**config.mk**
```make
export PLATFORM = sky130hd
export DESIGN_NAME = aig_and_delta_decoder
export DESIGN_NICKNAME = d
export VERILOG_FILES = /design/src/rtl/core/aigd_pkg.sv /design/src/rtl/core/aig_and_delta_decoder.sv
export SDC_FILE = /design/constraint.sdc
export NUM_CORES = 1
export LEC_CHECK = 0
export BUFFER_PORTS_ARGS = -buffer_cell sky130_fd_sc_hd__buf_4
export CAP_MARGIN = 20
export CELL_PAD_IN_SITES_DETAIL_PLACEMENT = 0
export CELL_PAD_IN_SITES_GLOBAL_PLACEMENT = 1
export CORE_AREA = 2 2 210 212
export CTS_BUF_LIST = sky130_fd_sc_hd__clkbuf_16
export DETAILED_ROUTE_END_ITERATION = 8
export DIE_AREA = 0 0 212 214
export PLACE_DENSITY_LB_ADDON = 0.08
export SYNTH_ARGS = -nofsm -noshare
export SYNTH_HDL_FRONTEND = slang
export SYNTH_SLANG_ARGS = --single-unit
```
**constraint.sdc**
```tcl
create_clock -name clk -period 14.8 [get_ports clk]
set_clock_uncertainty 0.05 [all_clocks]
set_input_delay 2.22 -clock clk [delete_from_list [all_inputs] [get_ports clk]]
set_output_delay 2.22 -clock clk [all_outputs]
set_load 0.005 [all_outputs]
```
**src/rtl/core/aigd_pkg.sv**
```systemverilog
package aigd_pkg;

  // Field widths fixed by the stream format
  localparam int CountW     = 29;
  localparam int ByteW      = 8;
  localparam int PayloadW   = 7;
  localparam int PosW       = 3;
  localparam int LitBitsDef = 31;

  // Label is 2*(count+count+1): one bit wider than the sum
  localparam int SumW   = CountW + 1;
  localparam int LabelW = SumW + 1;

  // Configuration register indexes
  localparam int CfgIdxW = 1;
  localparam logic [CfgIdxW-1:0] RegInputCount = 1'b0;
  localparam logic [CfgIdxW-1:0] RegGateCount  = 1'b1;

  // Saturation byte position: pos stops here and any payload at it is overflow
  localparam logic [PosW-1:0] PosSat = 3'd7;

  // Result error codes
  typedef enum logic [1:0] {
    ERR_NONE     = 2'd0,
    ERR_OVERFLOW = 2'd1,
    ERR_NEGATIVE = 2'd2,
    ERR_NOT_LESS = 2'd3
  } err_t;

endpackage

```
**src/rtl/core/aig_and_delta_decoder.sv**
```systemverilog
// Channel | Ports                                              | Direction
// in      | in_valid, in_stall, in_data_byte                   | byte in
// out     | out_valid, out_stall, out_gate_literal, out_first_input,
//         | out_second_input, out_error_code, out_last_gate    | gate out
// cfg     | cfg_we, cfg_idx, cfg_wdata                         | write only
//
// One byte is taken every cycle while in_stall is low. A byte that ends the
// second delta of a pair puts the pair into the decode stage; its result
// passes from there through the output register to the out channel. The
// decode stage and the output register form a two-entry pipe, so in_stall
// rises only while both hold an item and out_stall is high. Reset (rst_n,
// synchronous) clears the configuration, the delta state and both valid flags.
module aig_and_delta_decoder #(
  parameter int LITERAL_BITS = aigd_pkg::LitBitsDef
) (
  input  logic                             clk,
  input  logic                             rst_n,
  // byte input
  input  logic                             in_valid,
  output logic                             in_stall,
  input  logic [aigd_pkg::ByteW-1:0]       in_data_byte,
  // gate output
  output logic                             out_valid,
  input  logic                             out_stall,
  output logic [LITERAL_BITS-1:0]          out_gate_literal,
  output logic [LITERAL_BITS-1:0]          out_first_input,
  output logic [LITERAL_BITS-1:0]          out_second_input,
  output logic [1:0]                       out_error_code,
  output logic                             out_last_gate,
  // configuration
  input  logic                             cfg_we,
  input  logic [aigd_pkg::CfgIdxW-1:0]     cfg_idx,
  input  logic [aigd_pkg::CountW-1:0]      cfg_wdata
);

  localparam int LB  = LITERAL_BITS;
  // shifted payload: highest payload bit at 7*6+6 = 48
  localparam int SHW = LB + 49;
  // compare width: holds both a full label and any delta
  localparam int XW  = (LB >= aigd_pkg::LabelW) ? LB + 1 : aigd_pkg::LabelW + 1;

  // configuration registers
  logic [aigd_pkg::CountW-1:0] input_count_r;
  logic [aigd_pkg::CountW-1:0] gate_count_r;

  // delta gathering state
  logic [LB-1:0]                 acc_r, acc_nxt;
  logic [aigd_pkg::PosW-1:0]     pos_r, pos_nxt;
  logic [LB-1:0]                 delta0_r, delta0_nxt;
  logic                          second_half_r, second_half_nxt;
  logic [aigd_pkg::CountW-1:0]   gate_idx_r, gate_idx_nxt;
  logic                          ovf_r, ovf_nxt;

  // decode stage
  logic                          s1_vld_r, s1_vld_nxt;
  logic [LB-1:0]                 s1_d0_r, s1_d1_r;
  logic                          s1_ovf_r;
  logic [aigd_pkg::LabelW-1:0]   s1_label_r;
  logic                          s1_last_r;

  // output register
  logic                          out_vld_r;
  logic [LB-1:0]                 out_label_r, out_first_r, out_second_r;
  aigd_pkg::err_t                out_err_r;
  logic                          out_last_r;

  // handshake
  logic in_acc, out_adv, s1_adv, pair_done;

  assign out_adv  = !out_vld_r || !out_stall;
  assign s1_adv   = s1_vld_r && out_adv;
  assign in_stall = s1_vld_r && !out_adv;
  assign in_acc   = in_valid && !in_stall;

  // configuration writes
  always_ff @(posedge clk) begin
    if (!rst_n) begin
      input_count_r <= '0;
      gate_count_r  <= '0;
    end else if (cfg_we) begin
      case (cfg_idx)
        aigd_pkg::RegInputCount: input_count_r <= cfg_wdata;
        aigd_pkg::RegGateCount:  gate_count_r  <= cfg_wdata;
        default: ;
      endcase
    end
  end

  // payload placement at 7*pos
  logic [aigd_pkg::PayloadW-1:0] payload;
  logic                          cont;
  logic [5:0]                    sh_amt;
  logic [SHW-1:0]                shifted;
  logic                          ovf_add;
  logic [LB-1:0]                 acc_new;
  logic                          ovf_new;

  always_comb begin
    payload = in_data_byte[aigd_pkg::PayloadW-1:0];
    cont    = in_data_byte[aigd_pkg::ByteW-1];
    sh_amt  = {pos_r, 3'b000} - {3'b000, pos_r};
    shifted = SHW'(payload) << sh_amt;
    if (pos_r != aigd_pkg::PosSat) begin
      ovf_add = |shifted[SHW-1:LB];
      acc_new = acc_r | shifted[LB-1:0];
    end else begin
      ovf_add = |payload;
      acc_new = acc_r;
    end
    ovf_new = ovf_r | ovf_add;
  end

  // label and last flag for the gate in progress
  logic [aigd_pkg::SumW-1:0] label_sum;
  logic                      is_last;

  assign label_sum = aigd_pkg::SumW'(input_count_r) + aigd_pkg::SumW'(gate_idx_r)
                   + aigd_pkg::SumW'(1);
  assign is_last   = (gate_count_r != '0)
                  && (gate_idx_r == gate_count_r - aigd_pkg::CountW'(1));

  // delta state next values
  always_comb begin
    acc_nxt         = acc_r;
    pos_nxt         = pos_r;
    delta0_nxt      = delta0_r;
    second_half_nxt = second_half_r;
    gate_idx_nxt    = gate_idx_r;
    ovf_nxt         = ovf_r;
    pair_done       = 1'b0;
    if (in_acc) begin
      if (cont) begin
        acc_nxt = acc_new;
        ovf_nxt = ovf_new;
        if (pos_r != aigd_pkg::PosSat) begin
          pos_nxt = pos_r + aigd_pkg::PosW'(1);
        end
      end else if (!second_half_r) begin
        delta0_nxt      = acc_new;
        second_half_nxt = 1'b1;
        acc_nxt         = '0;
        pos_nxt         = '0;
        ovf_nxt         = ovf_new;
      end else begin
        pair_done       = 1'b1;
        delta0_nxt      = '0;
        second_half_nxt = 1'b0;
        acc_nxt         = '0;
        pos_nxt         = '0;
        ovf_nxt         = 1'b0;
        gate_idx_nxt    = gate_idx_r + aigd_pkg::CountW'(1);
      end
    end
    s1_vld_nxt = (s1_vld_r && !s1_adv) || pair_done;
  end

  always_ff @(posedge clk) begin
    if (!rst_n) begin
      acc_r         <= '0;
      pos_r         <= '0;
      delta0_r      <= '0;
      second_half_r <= 1'b0;
      gate_idx_r    <= '0;
      ovf_r         <= 1'b0;
      s1_vld_r      <= 1'b0;
    end else begin
      acc_r         <= acc_nxt;
      pos_r         <= pos_nxt;
      delta0_r      <= delta0_nxt;
      second_half_r <= second_half_nxt;
      gate_idx_r    <= gate_idx_nxt;
      ovf_r         <= ovf_nxt;
      s1_vld_r      <= s1_vld_nxt;
    end
  end

  // decode stage payload
  always_ff @(posedge clk) begin
    if (pair_done) begin
      s1_d0_r    <= delta0_r;
      s1_d1_r    <= acc_new;
      s1_ovf_r   <= ovf_new;
      s1_label_r <= {label_sum, 1'b0};
      s1_last_r  <= is_last;
    end
  end

  // subtractions and error checks
  logic [XW-1:0]   label_x, d0_x, d1_x, first_x, second_x;
  logic            label_ovf, negative;
  logic [LB-1:0]   res_label, res_first, res_second;
  aigd_pkg::err_t  res_err;

  always_comb begin
    label_x   = XW'(s1_label_r);
    d0_x      = XW'(s1_d0_r);
    d1_x      = XW'(s1_d1_r);
    first_x   = label_x - d0_x;
    second_x  = first_x - d1_x;
    label_ovf = (label_x >> LB) != '0;
    negative  = (d0_x > label_x) || (d1_x > first_x);
    res_label  = label_x[LB-1:0];
    res_first  = '0;
    res_second = '0;
    res_err    = aigd_pkg::ERR_NONE;
    if (label_ovf) begin
      res_err   = aigd_pkg::ERR_OVERFLOW;
      res_label = '0;
    end else if (s1_ovf_r) begin
      res_err = aigd_pkg::ERR_OVERFLOW;
    end else if (negative) begin
      res_err = aigd_pkg::ERR_NEGATIVE;
    end else begin
      res_first  = first_x[LB-1:0];
      res_second = second_x[LB-1:0];
      if (s1_d0_r == '0) begin
        res_err = aigd_pkg::ERR_NOT_LESS;
      end
    end
  end

  // output register
  always_ff @(posedge clk) begin
    if (!rst_n) begin
      out_vld_r <= 1'b0;
    end else if (out_adv) begin
      out_vld_r <= s1_vld_r;
    end
  end

  always_ff @(posedge clk) begin
    if (s1_adv) begin
      out_label_r  <= res_label;
      out_first_r  <= res_first;
      out_second_r <= res_second;
      out_err_r    <= res_err;
      out_last_r   <= s1_last_r;
    end
  end

  assign out_valid        = out_vld_r;
  assign out_gate_literal = out_label_r;
  assign out_first_input  = out_first_r;
  assign out_second_input = out_second_r;
  assign out_error_code   = out_err_r;
  assign out_last_gate    = out_last_r;

endmodule
```
==> flow_summary.toml <==
[logic_synthesis]
synthesis.area_um2 = 18700
synthCells = 1946
yosysTopAreaCell = "edfxtp_1"
synthFlopType = "edfxtp_1"
synth-edff-count = 189
yosys_warnings = 0
syn-num-nets = 2116
synth_seq_cells = 345
seq_area_frac_synth_pct = 47.0
synth_top_cell_area_share_pct = 30.3
synth.distinct_cells = 78
synth_area_per_cell_um2 = 9.61
most_area_consuming_cells_after_synthesis = "edfxtp_1 30%, dfxtp_1 17%, ha_1 8.3%"
proportion_of_synthesized_flip_flops_having_asynchronous_set_or_reset_pct = 0

[floorplan]
initial_core_utilization_pct = 43.6
die-width_um = 212
die_height_um = 214
floorplan_die_area_um2 = 45400
top_level_ports = 141
num_rows = 76
core_area_um2 = 42900

[cts]
clk_root_buffer_cell = "clkbuf_16"
worst_setup_hold_path_clk_slew_ns = 0.06
clockBufferDepth = 3
postCtsSetupBuffers = 0
cts.hold.buffers_added = 0
cts-htree-levels = 2
clock_latency_ns = 0.57
cts_resized = 0
cts_num_sinks = 345
number_of_buffers_created_by_cts = 40
tritoncts = "yes"

[placed_design]
finalWeightedCongestion = 0.871
placed_cells_incl_taps = 2618
detailedPlacementHpwl_um = 35900
port-buffer-count = 139

[global_route]
globalRouteOverflowTotal = 0
grt_pass1_vias = 13563
global_route.usage.total_pct = 20.8
grt_start_max_net_pins = 85
grt_pass1_wl_um = 74300
antenna_violations_before_repair = 0

[drt]
residual_drc_count = 0
num_vias = 14013
finalWirelength_um = 47500
vias_per_cell = 5.20
drt_pre_antenna_iters = 5
final_antenna_net_count = 0
routedWlPerCell_um = 17.6
drt-initial-drc-count = 803

[timing]
fmax_ghz = 0.178
setup_total_negative_slack_ns = 0
finalCriticalPeriod_ns = 5.63
max_slew.worst_pin.slew_ns = 1.07
report.final.slew_viol_count = 0
timing.slew.headroom_pct = 28.6
setup_repair_after_global_routing_missed_its_margin = "false"
min_period_over_period_pct = 38.0
timing.final.setup_violations = 0
finalHoldViolCount = 0

[worst_setup_path]
critical_path_class = "reg -> reg"
worstPathCellList = "ha_1 -> or4_1 -> a211oi_1 -> nor3_1 -> o31ai_1 -> o21ai_1 -> a21oi_1 -> nor2b_1 -> o31ai_1 -> inv_1 -> ha_1 -> and3_1 -> nand3_1 -> nor3_1 -> o31ai_1 -> a31oi_1 -> a211oi_1 -> o41ai_1 -> a311o_2 -> buf_12 -> nor3_1"
required_time_at_the_endpoint_of_the_critical_path_ns = 15.05
timing.critical_path.arrival_ns = 5.88
cp_slowest_cell = "or4_1"
startpoint_type = "flip-flop"
crit_path_max_incr_delay_ns = 0.56
timing.critical_path.fanout_max = 51
reg2reg_setup_slack_ns = 9.17
sort_of_element_at_the_end_of_the_critical_path = "flip-flop"

[layout]
insertedDiodeCount = 0
total_area_of_multi_input_combinational_cells_um2 = 9090
fin_nets = 2248
num-fill-cells = 4022
drive_above_1_share_pct = 11.6
synthToLayoutAreaGrowth_pct = 16.0
area.sequential_um2 = 8800
final_util_pct = 50.6
post_layout_nonfiller_instances = 2695

[pwr]
fin_total_pwr_w = 0.00229
power.density_cell_area_nw_per_um2 = 106
power.static_leakage_nw = 8.99
max-vdd-ir-drop_v = 0.0000716

[run]
max_capacitance_violation_total = 0

[worst_hold_path]
worstHoldPathType = "reg -> reg"

[run_status]
run_status = "finished, final reports clean"
-- layer usage --
metal  part of all wire [%]  track usage [%]
met4                    2.7             7.00
met5                      0                0
met3                    3.0             2.79
met2                     47             34.6
met1                     47             28.0
-- layout make-up --
| type | instances | area share, % |
|---|---|---|
| Timing Repair Buffer | 152 | 5.44 |
| Tap cell | 585 | 3.37 |
| Inverter | 155 | 2.68 |
| Sequential cell | 345 | 40.6 |
| Multi-Input combinational cell | 1384 | 41.9 |
| Clock buffer | 41 | 4.73 |
| Clock inverter | 33 | 1.30 |
-- flip-flops by register name (all words and copies together) (netlist names), 29 cells and up --
name / count
out_gate_literal: 30
input_count_r: 29
acc_r: 31
out_second_input: 31
gate_idx_r: 29
delta0_r: 31
s1_d1_r: 31
s1_d0_r: 31
res_label: 30
gate_count_r: 29
out_first_input: 31
-- through the flow --
stage	instance area [µm²]	hold WS, ns	setup WS [ns]
floorplan	18700	0.350	4.95
global placement	20300	0.356	8.87
detailed placement	20300	0.365	8.76
CTS	21600	0.378	8.74
global route	21700	0.385	8.63
finish	21700	0.378	9.17
-- final timing paths --
| check | from | cells after the start | endpoint |
|---|---|---|---|
| worst min-delay path | delta0_r[9] | 0 | s1_d0_r[9] |
| worst min register to register | delta0_r[9] | 0 | s1_d0_r[9] |
| worst max-delay path | res_label[14] | 21 | out_second_input[25] |
| worst max register to register | res_label[14] | 21 | out_second_input[25] |
-- layout by cell type (no fill, tap or decap), types with 9 or more instances in the layout --
cell	instances
nand2b_1	15
ha_1	124
mux2i_1	12
nand4_1	16
nand3_1	37
clkbuf_16	41
o21ai_0	115
nor4_1	21
clkinv_1	9
edfxtp_1	189
or3_1	13
o21bai_1	14
a211oi_1	19
inv_1	160
a21o_1	37
dfxtp_1	156
a31oi_1	27
xor2_1	44
o21a_1	15
a21boi_0	67
nand2_1	218
o211ai_1	10
and3_1	15
and2_1	32
buf_4	149
a21oi_1	112
nor2b_1	21
xnor2_1	89
nor3_1	36
nor2_1	151
-- cell families after synthesis --
family,count (synthesis),share of synthesized area (%)
multiplexers,20,1.24
AO/OA/AOI/OAI,487,16.8
XOR/XNOR,133,6.23
buffers and inverters,217,4.47
flip-flops,345,47.0
adder cells (fa/ha/maj),127,8.62
other,1,0.0200
AND/OR/NAND/NOR,616,15.6
-- cells in the mapped netlist, drive strengths merged, types with 16 or more instances --
master    n
a21oi   112
dfxtp   156
nor2    151
nor2b    23
ha      124
inv     155
o21ai   116
clkbuf   53
nand2   218
a211oi   19
xor2     44
and2     32
a21o     37
edfxtp  189
xnor2    89
a21boi   68
nor4     22
nand4    16
a31oi    27
nand3    37
nor3     36
-- where the power goes --
part           leakage (nW)  internal (W)  total, W  switching, W
Combinational          5.37     0.0000998  0.000255      0.000155
Clock                 0.653      0.000577  0.000989      0.000412
Sequential             2.96       0.00103   0.00105     0.0000168
-- critical path: cells and delay by family, from the launching register on --
family / cells / cell delay (ns)
adder cells (fa/ha/maj): 2 / 0.71
flip-flops: 1 / 0.40
buffers and inverters: 2 / 0.36
AND/OR/NAND/NOR: 7 / 1.63
AO/OA/AOI/OAI: 10 / 2.21
No activity file was read; power rests on OpenSTA's default activity.
